--- config.mk ---
export PLATFORM = sky130hd
export DESIGN_NAME = grid_line_cell_walk_core
export DESIGN_NICKNAME = d
export VERILOG_FILES = /design/src/rtl/core/glcw_pkg.sv /design/src/rtl/core/glcw_ctrl.sv /design/src/rtl/core/glcw_datapath.sv /design/src/rtl/core/grid_line_cell_walk_core.sv
export SDC_FILE = /design/constraint.sdc
export NUM_CORES = 1
export LEC_CHECK = 0
export ABC_CLOCK_PERIOD_IN_PS = 10200
export BUFFER_PORTS_ARGS = -buffer_cell sky130_fd_sc_hd__buf_4
export CORE_MARGIN = 8
export CORE_UTILIZATION = 59
export DETAILED_ROUTE_END_ITERATION = 8
export PLACE_DENSITY = 0.86
export SYNTH_ARGS = -nofsm -noshare
export SYNTH_HDL_FRONTEND = slang
export SYNTH_SLANG_ARGS = --single-unit
--- constraint.sdc ---
create_clock -name clk_i -period 10.2 [get_ports clk_i]
set_input_delay 0.51 -clock clk_i [delete_from_list [all_inputs] [get_ports clk_i]]
set_output_delay 0.51 -clock clk_i [all_outputs]
set_load 0.01 [all_outputs]
--- src/rtl/core/glcw_pkg.sv ---
// ----------------------------------------------------------------------------
// glcw_pkg
// shared types and constants of the grid line cell walk core
// ----------------------------------------------------------------------------
`default_nettype none

package glcw_pkg;

  localparam int unsigned COORD_W = 16;
  localparam int unsigned COLS_W  = 6;
  localparam int unsigned IDX_W   = 10;
  localparam int unsigned CNT_W   = 7;

  // most results one segment may produce
  localparam logic [CNT_W-1:0] MAX_RESULTS = 7'd64;
  localparam logic [COLS_W-1:0] COLS_RESET = 6'd32;

  typedef enum logic [4:0] {
    ST_IDLE  = 5'b00001,
    ST_MUL   = 5'b00010,
    ST_INIT  = 5'b00100,
    ST_WALK  = 5'b01000,
    ST_FLUSH = 5'b10000
  } state_e;

  // controller to datapath
  typedef struct packed {
    logic load;
    logic mul;
    logic init;
    logic walk;
    logic flush;
  } cmd_t;

  // datapath to controller
  typedef struct packed {
    logic empty;
    logic capped;
    logic final_step;
  } status_t;

endpackage

`default_nettype wire

--- src/rtl/core/glcw_ctrl.sv ---
// ----------------------------------------------------------------------------
// glcw_ctrl
// sequencer: setup, multiply, init, per-square walk, final flush
// ----------------------------------------------------------------------------
`default_nettype none

module glcw_ctrl (
  input  wire logic              clk_i,
  input  wire logic              rst_ni,
  input  wire logic              start_i,
  input  wire glcw_pkg::status_t status_i,
  output glcw_pkg::cmd_t         cmd_o,
  output logic                   busy_o
);

  import glcw_pkg::*;

  state_e state_q, state_d;

  always_ff @(posedge clk_i or negedge rst_ni) begin
    if (!rst_ni) begin
      state_q <= ST_IDLE;
    end else begin
      state_q <= state_d;
    end
  end

  always_comb begin
    state_d = state_q;
    cmd_o   = '0;
    case (state_q)
      ST_IDLE: begin
        if (start_i) begin
          cmd_o.load = 1'b1;
          state_d    = ST_MUL;
        end
      end
      ST_MUL: begin
        cmd_o.mul = 1'b1;
        state_d   = ST_INIT;
      end
      ST_INIT: begin
        cmd_o.init = 1'b1;
        state_d    = ST_WALK;
      end
      ST_WALK: begin
        cmd_o.walk = 1'b1;
        if (status_i.empty || status_i.capped) begin
          state_d = ST_IDLE;
        end else if (status_i.final_step) begin
          state_d = ST_FLUSH;
        end
      end
      ST_FLUSH: begin
        cmd_o.flush = 1'b1;
        state_d     = ST_IDLE;
      end
      default: begin
        state_d = ST_IDLE;
      end
    endcase
  end

  assign busy_o = (state_q != ST_IDLE);

endmodule

`default_nettype wire

--- src/rtl/core/glcw_datapath.sv ---
// ----------------------------------------------------------------------------
// glcw_datapath
// endpoint registers, error term, walk position, cell index and run folding
// ----------------------------------------------------------------------------
`default_nettype none

module glcw_datapath #(
  parameter int unsigned CELL_SHIFT = 3,
  parameter int unsigned FRAC_BITS  = 8,
  parameter int unsigned UNIT_BITS  = 8
) (
  input  wire logic                           clk_i,
  input  wire logic                           rst_ni,
  input  wire glcw_pkg::cmd_t                 cmd_i,
  input  wire logic                           cfg_we_i,
  input  wire logic [glcw_pkg::COLS_W-1:0]    cfg_wdata_i,
  input  wire logic [glcw_pkg::COORD_W-1:0]   start_x_i,
  input  wire logic [glcw_pkg::COORD_W-1:0]   start_y_i,
  input  wire logic [glcw_pkg::COORD_W-1:0]   end_x_i,
  input  wire logic [glcw_pkg::COORD_W-1:0]   end_y_i,
  output glcw_pkg::status_t                   status_o,
  output logic                                cell_valid_o,
  output logic [glcw_pkg::IDX_W-1:0]          cell_index_o,
  output logic                                last_o
);

  import glcw_pkg::*;

  localparam int unsigned ONE_W   = FRAC_BITS + 1;
  localparam int unsigned PROD_W  = FRAC_BITS + COORD_W + 1;
  localparam int unsigned SCALE_W = FRAC_BITS + COORD_W;
  localparam int unsigned ERR_W   = FRAC_BITS + COORD_W + 2;
  localparam int unsigned N_W     = UNIT_BITS + 3;
  localparam int unsigned CM_W    = UNIT_BITS + COLS_W;
  localparam int unsigned CS_W    = UNIT_BITS + COLS_W + 1;

  localparam logic [ONE_W-1:0] ONE = ONE_W'(1) << FRAC_BITS;

  // endpoints
  logic [COORD_W-1:0] sx_q, sy_q, ex_q, ey_q;
  // products and step setup
  logic [PROD_W-1:0]  px_q, py_q;
  logic [COORD_W-1:0] dx_q, dy_q;
  logic               xpos_q, ypos_q, inf_pos_q, inf_neg_q;
  // walk state
  logic [UNIT_BITS-1:0]    walk_x_q, walk_x_d, walk_y_q, walk_y_d;
  logic signed [ERR_W-1:0] step_error_q, step_error_d;
  logic signed [N_W-1:0]   squares_left_q, squares_left_d;
  logic [IDX_W-1:0]        previous_cell_q, previous_cell_d;
  logic [CNT_W-1:0]        cnt_q, cnt_d;
  logic [COLS_W-1:0]       cols_q;
  // result register
  logic                    cell_valid_q, cell_valid_d;
  logic [IDX_W-1:0]        cell_index_q, cell_index_d;
  logic                    last_q, last_d;

  // setup terms
  logic [COORD_W-1:0] dx_c, dy_c, shx0, shy0, shx1, shy1;
  logic [FRAC_BITS-1:0] fx, fy;
  logic [ONE_W-1:0] xterm, yterm;
  logic [UNIT_BITS-1:0] ux0, uy0, ux1, uy1;
  logic signed [N_W-1:0] dux, duy;

  // walk terms
  logic [UNIT_BITS-1:0] cx, cy;
  logic [CM_W-1:0]      row_base;
  logic [CS_W-1:0]      cell_sum;
  logic [IDX_W-1:0]     cur_cell;
  logic                 new_cell, step_y, empty, capped;
  logic signed [ERR_W-1:0] dx_scaled, dy_scaled;

  assign dx_c = (ex_q > sx_q) ? ex_q - sx_q : sx_q - ex_q;
  assign dy_c = (ey_q > sy_q) ? ey_q - sy_q : sy_q - ey_q;
  assign fx   = sx_q[FRAC_BITS-1:0];
  assign fy   = sy_q[FRAC_BITS-1:0];
  assign xterm = (ex_q > sx_q) ? ONE - ONE_W'(fx) : ONE_W'(fx);
  assign yterm = (ey_q > sy_q) ? ONE - ONE_W'(fy) : ONE_W'(fy);

  assign shx0 = sx_q >> FRAC_BITS;
  assign shy0 = sy_q >> FRAC_BITS;
  assign shx1 = ex_q >> FRAC_BITS;
  assign shy1 = ey_q >> FRAC_BITS;
  assign ux0  = shx0[UNIT_BITS-1:0];
  assign uy0  = shy0[UNIT_BITS-1:0];
  assign ux1  = shx1[UNIT_BITS-1:0];
  assign uy1  = shy1[UNIT_BITS-1:0];

  // square count terms; zero when the axis does not move
  assign dux = xpos_q ? $signed(N_W'(ux1)) - $signed(N_W'(ux0))
                      : $signed(N_W'(ux0)) - $signed(N_W'(ux1));
  assign duy = ypos_q ? $signed(N_W'(uy1)) - $signed(N_W'(uy0))
                      : $signed(N_W'(uy0)) - $signed(N_W'(uy1));

  // cell index of the current square
  assign cx       = walk_x_q >> CELL_SHIFT;
  assign cy       = walk_y_q >> CELL_SHIFT;
  assign row_base = CM_W'(cy) * CM_W'(cols_q);
  assign cell_sum = CS_W'(cx) + CS_W'(row_base);
  assign cur_cell = cell_sum[IDX_W-1:0];

  assign empty    = (squares_left_q <= $signed(N_W'(0)));
  assign new_cell = (cnt_q == '0) || (cur_cell != previous_cell_q);
  assign capped   = !empty && new_cell && (cnt_q == MAX_RESULTS);
  assign step_y   = inf_pos_q || (!inf_neg_q && (step_error_q > $signed(ERR_W'(0))));

  assign dx_scaled = $signed(ERR_W'({dx_q, {FRAC_BITS{1'b0}}}));
  assign dy_scaled = $signed(ERR_W'({dy_q, {FRAC_BITS{1'b0}}}));

  assign status_o.empty      = empty;
  assign status_o.capped     = capped;
  assign status_o.final_step = (squares_left_q == $signed(N_W'(1)));

  // configuration register
  always_ff @(posedge clk_i or negedge rst_ni) begin
    if (!rst_ni) begin
      cols_q <= COLS_RESET;
    end else if (cfg_we_i) begin
      cols_q <= cfg_wdata_i;
    end
  end

  // request capture and setup products
  always_ff @(posedge clk_i) begin
    if (cmd_i.load) begin
      sx_q <= start_x_i;
      sy_q <= start_y_i;
      ex_q <= end_x_i;
      ey_q <= end_y_i;
    end
    if (cmd_i.mul) begin
      px_q      <= PROD_W'(xterm) * PROD_W'(dy_c);
      py_q      <= PROD_W'(yterm) * PROD_W'(dx_c);
      dx_q      <= dx_c;
      dy_q      <= dy_c;
      xpos_q    <= (ex_q > sx_q);
      ypos_q    <= (ey_q > sy_q);
      inf_neg_q <= (dy_c == '0);
      inf_pos_q <= (dx_c == '0) && (dy_c != '0);
    end
  end

  // walk step
  always_comb begin
    walk_x_d        = walk_x_q;
    walk_y_d        = walk_y_q;
    step_error_d    = step_error_q;
    squares_left_d  = squares_left_q;
    previous_cell_d = previous_cell_q;
    cnt_d           = cnt_q;
    cell_valid_d    = 1'b0;
    cell_index_d    = cell_index_q;
    last_d          = last_q;

    if (cmd_i.init) begin
      walk_x_d       = ux0;
      walk_y_d       = uy0;
      step_error_d   = $signed(ERR_W'(px_q)) - $signed(ERR_W'(py_q));
      squares_left_d = $signed(N_W'(1)) + dux + duy;
      cnt_d          = '0;
    end else if (cmd_i.walk && !empty) begin
      if (capped) begin
        // no room for another cell: close the segment on the held one
        cell_valid_d   = 1'b1;
        cell_index_d   = previous_cell_q;
        last_d         = 1'b1;
        squares_left_d = '0;
      end else begin
        if (new_cell) begin
          if (cnt_q != '0) begin
            cell_valid_d = 1'b1;
            cell_index_d = previous_cell_q;
            last_d       = 1'b0;
          end
          previous_cell_d = cur_cell;
          cnt_d           = cnt_q + CNT_W'(1);
        end
        if (step_y) begin
          walk_y_d = ypos_q ? walk_y_q + UNIT_BITS'(1) : walk_y_q - UNIT_BITS'(1);
          if (!inf_pos_q) begin
            step_error_d = step_error_q - dx_scaled;
          end
        end else begin
          walk_x_d = xpos_q ? walk_x_q + UNIT_BITS'(1) : walk_x_q - UNIT_BITS'(1);
          if (!inf_neg_q) begin
            step_error_d = step_error_q + dy_scaled;
          end
        end
        squares_left_d = squares_left_q - $signed(N_W'(1));
      end
    end else if (cmd_i.flush) begin
      cell_valid_d = 1'b1;
      cell_index_d = previous_cell_q;
      last_d       = 1'b1;
    end
  end

  always_ff @(posedge clk_i or negedge rst_ni) begin
    if (!rst_ni) begin
      walk_x_q        <= '0;
      walk_y_q        <= '0;
      step_error_q    <= '0;
      squares_left_q  <= '0;
      previous_cell_q <= '0;
      cnt_q           <= '0;
      cell_valid_q    <= 1'b0;
    end else begin
      walk_x_q        <= walk_x_d;
      walk_y_q        <= walk_y_d;
      step_error_q    <= step_error_d;
      squares_left_q  <= squares_left_d;
      previous_cell_q <= previous_cell_d;
      cnt_q           <= cnt_d;
      cell_valid_q    <= cell_valid_d;
    end
  end

  always_ff @(posedge clk_i) begin
    cell_index_q <= cell_index_d;
    last_q       <= last_d;
  end

  assign cell_valid_o = cell_valid_q;
  assign cell_index_o = cell_index_q;
  assign last_o       = last_q;

endmodule

`default_nettype wire

--- src/rtl/core/grid_line_cell_walk_core.sv ---
// ----------------------------------------------------------------------------
// grid_line_cell_walk_core
// lists the grid cells crossed by one line segment with fixed-point endpoints
// ----------------------------------------------------------------------------
// A request is taken when start_i is high and busy_o is low. The core then
// walks every unit square the segment crosses, 1 + |dux| + |duy| squares,
// one square per clock, and puts out the cell index of each run of equal
// cells once. Each result sits on cell_index_o / last_o for exactly one cycle
// with cell_valid_o high; the receiver cannot stall the core, so it must take
// every strobe. last_o marks the final cell of the segment, and at most 64
// cells are reported per segment (the 64th then carries last_o). Sequence:
// the core stays busy through the multiply state, the init state, the walk
// loop over the squares and the flush state; the 64-cell cap ends the walk
// early and skips the flush. A segment whose square count comes out empty
// after coordinate wrap yields no result. The last result strobes in the
// first cycle with busy_o low, so the next request may be taken at the edge
// that ends that strobe. The user must write columns_in_use through
// cfg_we_i / cfg_wdata_i only while idle; the core does not enforce this.
// ----------------------------------------------------------------------------
`default_nettype none

module grid_line_cell_walk_core #(
  parameter int unsigned CELL_SHIFT = 3,
  parameter int unsigned FRAC_BITS  = 8,
  parameter int unsigned UNIT_BITS  = 8
) (
  input  wire logic                          clk_i,
  input  wire logic                          rst_ni,
  // configuration
  input  wire logic                          cfg_we_i,
  input  wire logic [glcw_pkg::COLS_W-1:0]   cfg_wdata_i,
  // request
  input  wire logic                          start_i,
  output logic                               busy_o,
  input  wire logic [glcw_pkg::COORD_W-1:0]  start_x_i,
  input  wire logic [glcw_pkg::COORD_W-1:0]  start_y_i,
  input  wire logic [glcw_pkg::COORD_W-1:0]  end_x_i,
  input  wire logic [glcw_pkg::COORD_W-1:0]  end_y_i,
  // results
  output logic                               cell_valid_o,
  output logic [glcw_pkg::IDX_W-1:0]         cell_index_o,
  output logic                               last_o
);

  import glcw_pkg::*;

  cmd_t    cmd;
  status_t status;

  // sequencer: one state per phase, walk state loops per square
  glcw_ctrl u_ctrl (
    .clk_i    (clk_i),
    .rst_ni   (rst_ni),
    .start_i  (start_i),
    .status_i (status),
    .cmd_o    (cmd),
    .busy_o   (busy_o)
  );

  // error term, position, cell index and run folding
  glcw_datapath #(
    .CELL_SHIFT (CELL_SHIFT),
    .FRAC_BITS  (FRAC_BITS),
    .UNIT_BITS  (UNIT_BITS)
  ) u_datapath (
    .clk_i        (clk_i),
    .rst_ni       (rst_ni),
    .cmd_i        (cmd),
    .cfg_we_i     (cfg_we_i),
    .cfg_wdata_i  (cfg_wdata_i),
    .start_x_i    (start_x_i),
    .start_y_i    (start_y_i),
    .end_x_i      (end_x_i),
    .end_y_i      (end_y_i),
    .status_o     (status),
    .cell_valid_o (cell_valid_o),
    .cell_index_o (cell_index_o),
    .last_o       (last_o)
  );

endmodule

`default_nettype wire

# After elaboration in Yosys (flattened, before gate mapping)

Index checks and enable logic that the tools add are counted.

Latch bits: 0
Bits of input ports: 74
Memories: 0
Bits in writable memories: 0
Register bits: 243
Memory bits (read-only): 0

$add $sub $neg: 22
Mux-type cells: 55
Shift-type cells: 0
Equality and inequality tests: 17
Divide/modulo/power cells: 0
Multipliers: 3
Magnitude comparators: 4
Reduce and logical (&&, ||, !) cells: 26
Bitwise operators: 2

Operators by type and width:

| cell                | number |
|---|---|
| $mux 26             | 6 |
| $mux 8              | 10 |
| $sub 16x16->16      | 4 |
| $mux 11             | 5 |
| $mul 9x16->25       | 2 |
| $mux 10             | 5 |
| $sub 8x8->9         | 4 |
| $gt 16x16->1        | 2 |
| $logic_not 16->1    | 2 |
| $mux 16             | 2 |
| $mux 7              | 4 |
| $add 26x25->26      | 1 |
| $gt 26x1->1 const B | 1 |
| $sub 25x25->26      | 1 |
| $sub 26x25->26      | 1 |
| $pmux 5 s4          | 1 |
| $mux 9              | 2 |
| $sub 9x8->9 const A | 2 |
| $mux 1              | 17 |
| $add 8x1->8 const B | 2 |
| $reduce_bool 16->1  | 1 |
| $sub 8x1->8 const B | 2 |
| $mux 5              | 3 |
| $reduce_and 4->1    | 3 |
| 29 further kinds    | 46 |

# Longest topological paths before layout

Depth in word-level cells: 9
Depth in mapped cells: 35
Gate-level depth less buffers: 32

# By module

A second synthesis with hierarchy kept.

Cells, all modules: 2,879
Area, all modules: 26,390.3 um^2

By module, submodules not included:

| module        | times used | cells each | area each (um^2) | seq. area each (um^2) |
|---|---|---|---|---|
| glcw_datapath | 1          | 2,848      | 26,108.8         | 6,762.7 |
| glcw_ctrl     | 1          | 31         | 281.5            | 126.4 |

# Worst setup path before layout

OpenSTA, ideal clock, no wires.

Path kind: register to register
Start: register u_ctrl.state_q[4]
End: register u_ctrl.state_q[0]
Path buffers: 0
Setup slack: 0.253 ns
Cell stages (with the launch flop): 4
Arrival: 9.586 ns
Library setup time: 0.360 ns
Path through: dfrtp_1 > nor2_1 > nor4bb_1 > o32ai_1

Cells in the longest elaborated chain, start to end: 3
Elaborated cells between the ends (all ways): 8
Those cells by class: eq/ne: 6; mux: 1; reduce/logical: 1

RTL lines:

| element                                                   | RTL line        | text |
|---|---|---|
| start, declared                                           | glcw_ctrl.sv:18 | `state_e state_q, state_d;` |
| start signal, assigned                                    | glcw_ctrl.sv:24 | `state_q <= state_d;` |
| $eq 5x4->1 / $eq 5x1->1 (equally long branches)           | glcw_ctrl.sv:31 | `case (state_q)` |
| $ne 3x2->1 (no line) / $ne 2x2->1 (equally long branches) | n/a             |  |
| $reduce_and 2->1 (no line)                                | n/a             |  |

Parallel ways exist; a longest one is shown, timed or not.
A chain may end at the register's enable or synchronous reset.

# Worst setup path after layout

Start: register u_datapath.sy_q[0]
End: register u_datapath.px_q[24] (data pin)

Cells in the longest elaborated chain, start to end: 3
Elaborated cells between the ends (all ways): 5
Those cells by class: add/sub: 2; mul: 1; order compare: 1; mux: 1

RTL lines:

| element                                               | RTL line             | text |
|---|---|---|
| start, declared                                       | glcw_datapath.sv:40  | `logic [COORD_W-1:0] sx_q, sy_q, ex_q, ey_q;` |
| start signal, assigned                                | glcw_datapath.sv:126 | `sy_q <= start_y_i;` |
| $sub 16x16->16 / $gt 16x16->1 (equally long branches) | glcw_datapath.sv:73  | `assign dy_c = (ey_q > sy_q) ? ey_q - sy_q : sy_q - ey_q;` |
| $mux 16 *                                             | glcw_datapath.sv:73  |  |
| named net u_datapath.dy_c[12]                         | glcw_datapath.sv:58  | `logic [COORD_W-1:0] dx_c, dy_c, shx0, shy0, shx1, shy1;` |
| $mul 9x16->25 *                                       | glcw_datapath.sv:131 | `px_q <= PROD_W'(xterm) * PROD_W'(dy_c);` |
| end signal, assigned                                  | glcw_datapath.sv:131 |  |
| end, declared                                         | glcw_datapath.sv:42  | `logic [PROD_W-1:0] px_q, py_q;` |

Mark *: on every way through the listed nets, which the timed path passes. The rest lies on a longest branch.

==> flow_summary.yaml <==
finish:
  area_growth_syn_to_layout_pct: 8.73
  layout.nets: 3419
  fill_cells: 3407
  layout-drive-gt1-share_pct: 7.12
  fin_util_pct: 65.1
  instances_no_fill: 3478
grt:
  grt_overflow_total: 0
  grt_max_degree: 61
  grt_util_all_layers_pct: 27.9
  grt_first_pass_wirelength_mm: 113
  antenna_found_initial: 3
  grt_pass1_vias: 21300
timing:
  fin_hold_ws_ns: 0.0934
  grt_setup_unrepaired: "no"
  min_period_ns: 9.25
  slew_viol_final: 0
  max-slew-margin-rel_pct: 21.6
  setup_viol: 0
  hold_violations: 0
  tightest_slew_ns: 1.17
  post-route-period-util_pct: 90.7
  final.setup_skew_ns: 0.0240
  final.setup.tns_ns: 0
  clock.fmax_ghz: 0.108
worst_setup_path:
  r2r_cells: 30
  worstSetupStartpointType: "register"
  crit_fanout: 17
  timing.rr.start: "u_datapath.sy_q[0]"
  setup.worst_path.start: "u_datapath.sy_q[0]"
  rrSetupSlack_ns: 0.95
  endpoint: "u_datapath.px_q[24]"
  slowest_delay_ns: 0.76
  crit_path_top_delay_cell: "edfxtp_1"
  crit_type: "register to register"
  endpoint_kind: "register"
  cp.arrival_ns: 9.56
  r2r_end: "u_datapath.px_q[24]"
  worstPathRequired_ns: 10.51
synthesis:
  synth_nets: 3367
  ys_seq_area_share_pct: 26.7
  yosysWarnings: 0
  avgSynthCellArea_um2: 9.17
  synth-async-reset-ratio_pct: 33.7
  synth_area_um2: 25800
  synth_edf_count: 161
  ys_ff_latch: 243
  synth.most_common_cell: "inv_1"
  yosysTopAreaCellShare_pct: 18.7
  netlist_top_cells_count: "inv_1 (435), nor2_1 (272), ha_1 (248), fa_1 (227), nand2_1 (227)"
  ys_top_cells_by_area: "edfxtp_1 (19%), fa_1 (18%), ha_1 (12%)"
  synth_cell_types: 84
  ys.flop_type: "edfxtp_1"
  syn-instance-count: 2818
  yosys.area.top_type: "edfxtp_1"
floorplan:
  die_w_um: 225
  rows: 76
  die_h_um: 225
  ios: 87
  die_area_um2: 50700
  start_util_pct: 59.8
  core_um2: 43200
detailed_routing:
  drtAntennaViolNets: 0
  drc: 0
  drtPass1Iterations: 7
  drt-total-wl_mm: 70.3
  drt-vias-per-instance: 6.02
  drt_iter0_markers: 1919
  num_vias: 20900
  routedWlPerCell_um: 20.2
clock_tree:
  path_clk_slew_ns: 0.06
  cts-root-buf: "clkbuf_16"
  cts_tree: "yes"
  insertion_delay_ns: 0.59
  cts_buffer_depth: 3
  cts.sinks: 243
  post_cts_buffers: 0
  cts_buffers: 28
  htreeDepth: 1
  post_cts_resize_count: 0
min_path:
  min_path_type: "primary input to register"
  whs_path_depth: 1
placed_design:
  finalWeightedCongestion: 0.977
  dpl.cell_count: 3424
  port_buffers: 86
  dp_hpwl_mm: 55.2
flow_run:
  drv_cap: 0
outcome:
  run_status: "finished, final reports clean"
## through the flow
step / worst slack (ns) / instance area [um2]
2_1_floorplan: 0.253 / 25800
3_3_place_gp: 1.35 / 27100
3_5_place_dp: 1.20 / 27100
4_1_cts: 1.10 / 28100
5_1_grt: 0.556 / 28100
6_report: 0.951 / 28100
## sequential cells by signal (all words and copies together) (netlist names), 7 cells and up
register / count
u_datapath.cell_index_o: 10
u_datapath.cnt_q: 7
u_datapath.dx_q: 16
u_datapath.dy_q: 16
u_datapath.ex_q: 16
u_datapath.ey_q: 16
u_datapath.previous_cell_q: 10
u_datapath.px_q: 25
u_datapath.py_q: 25
u_datapath.squares_left_q: 11
u_datapath.step_error_q: 26
u_datapath.sx_q: 16
u_datapath.sy_q: 16
u_datapath.walk_x_q: 8
u_datapath.walk_y_q: 8
## per-layer routing
metal	up-vias	wire (um)	share of wire, %	GRT usage (%)
met5	-	27	0.038	0
met3	183	5880	8.4	4.40
li1	9526	-	-	-
met2	956	32900	47	46.2
met1	10300	28700	41	36.7
met4	4	2780	4.0	10.2
## layout make-up
class / instances / area [um2] / area share (%)
inverter: 437 / 1640 / 5.84
antenna: 1 / 2.50 / 0.00891
sequential: 243 / 6890 / 24.5
multi-input combinational: 2050 / 17000 / 60.6
clock inverter: 15 / 215 / 0.766
tap: 585 / 732 / 2.61
clock buffer: 37 / 754 / 2.69
timing repair buffer: 110 / 828 / 2.95
## how the worst min path moves through the flow
stage,startpoint,end,slack [ns]
after floorplan,rst_ni,u_ctrl.state_q[1],0.21
after global placement,rst_ni,u_datapath.previous_cell_q[3],0.43
after detailed placement,rst_ni,u_datapath.previous_cell_q[4],0.44
after CTS,start_i,u_ctrl.state_q[0],0.07
after global routing,start_y_i[11],u_datapath.sy_q[11],0.07
final,start_y_i[11],u_datapath.sy_q[11],0.09
## kinds of logic after synthesis
| family | after synthesis | share of synthesized area [%] |
|---|---|---|
| xor gates and xnor gates | 170 | 5.85 |
| buffers and inverters | 525 | 7.76 |
| adders and majority gates | 475 | 29.6 |
| muxes | 46 | 1.88 |
| AOI/OAI and AO/OA | 528 | 12.9 |
| DFF | 243 | 26.7 |
| and+or+nand+nor | 831 | 15.3 |
## layout by cell type (no fill, tap or decap), drive strengths merged, types with 80 or more instances in the layout
cell type  instances
o21ai            119
buf              109
nand2            228
edfxtp           161
ha               248
dfrtp             80
xnor2            108
nor2             272
inv              439
a21oi            155
fa               227
## worst max-delay path, delay by kind of cell, from the launching register on
kind	cells	cell delay (ns)
multiplexers	1	0.35
flip-flops	1	0.76
AO/OA/AOI/OAI	11	2.76
XOR/XNOR	2	0.84
AND/OR/NAND/NOR	3	0.40
adder cells (fa/ha/maj)	7	2.99
buffers and inverters	6	0.86
## timing repair
item	in CTS	in global routing
hold endpoints to repair	24	0
endpoints found under the setup margin	0	0
hold buffers	1	0
Power is left out: the tool's default activity adds up to more than one toggle a clock period on the data nets, which glitch-free logic cannot reach.
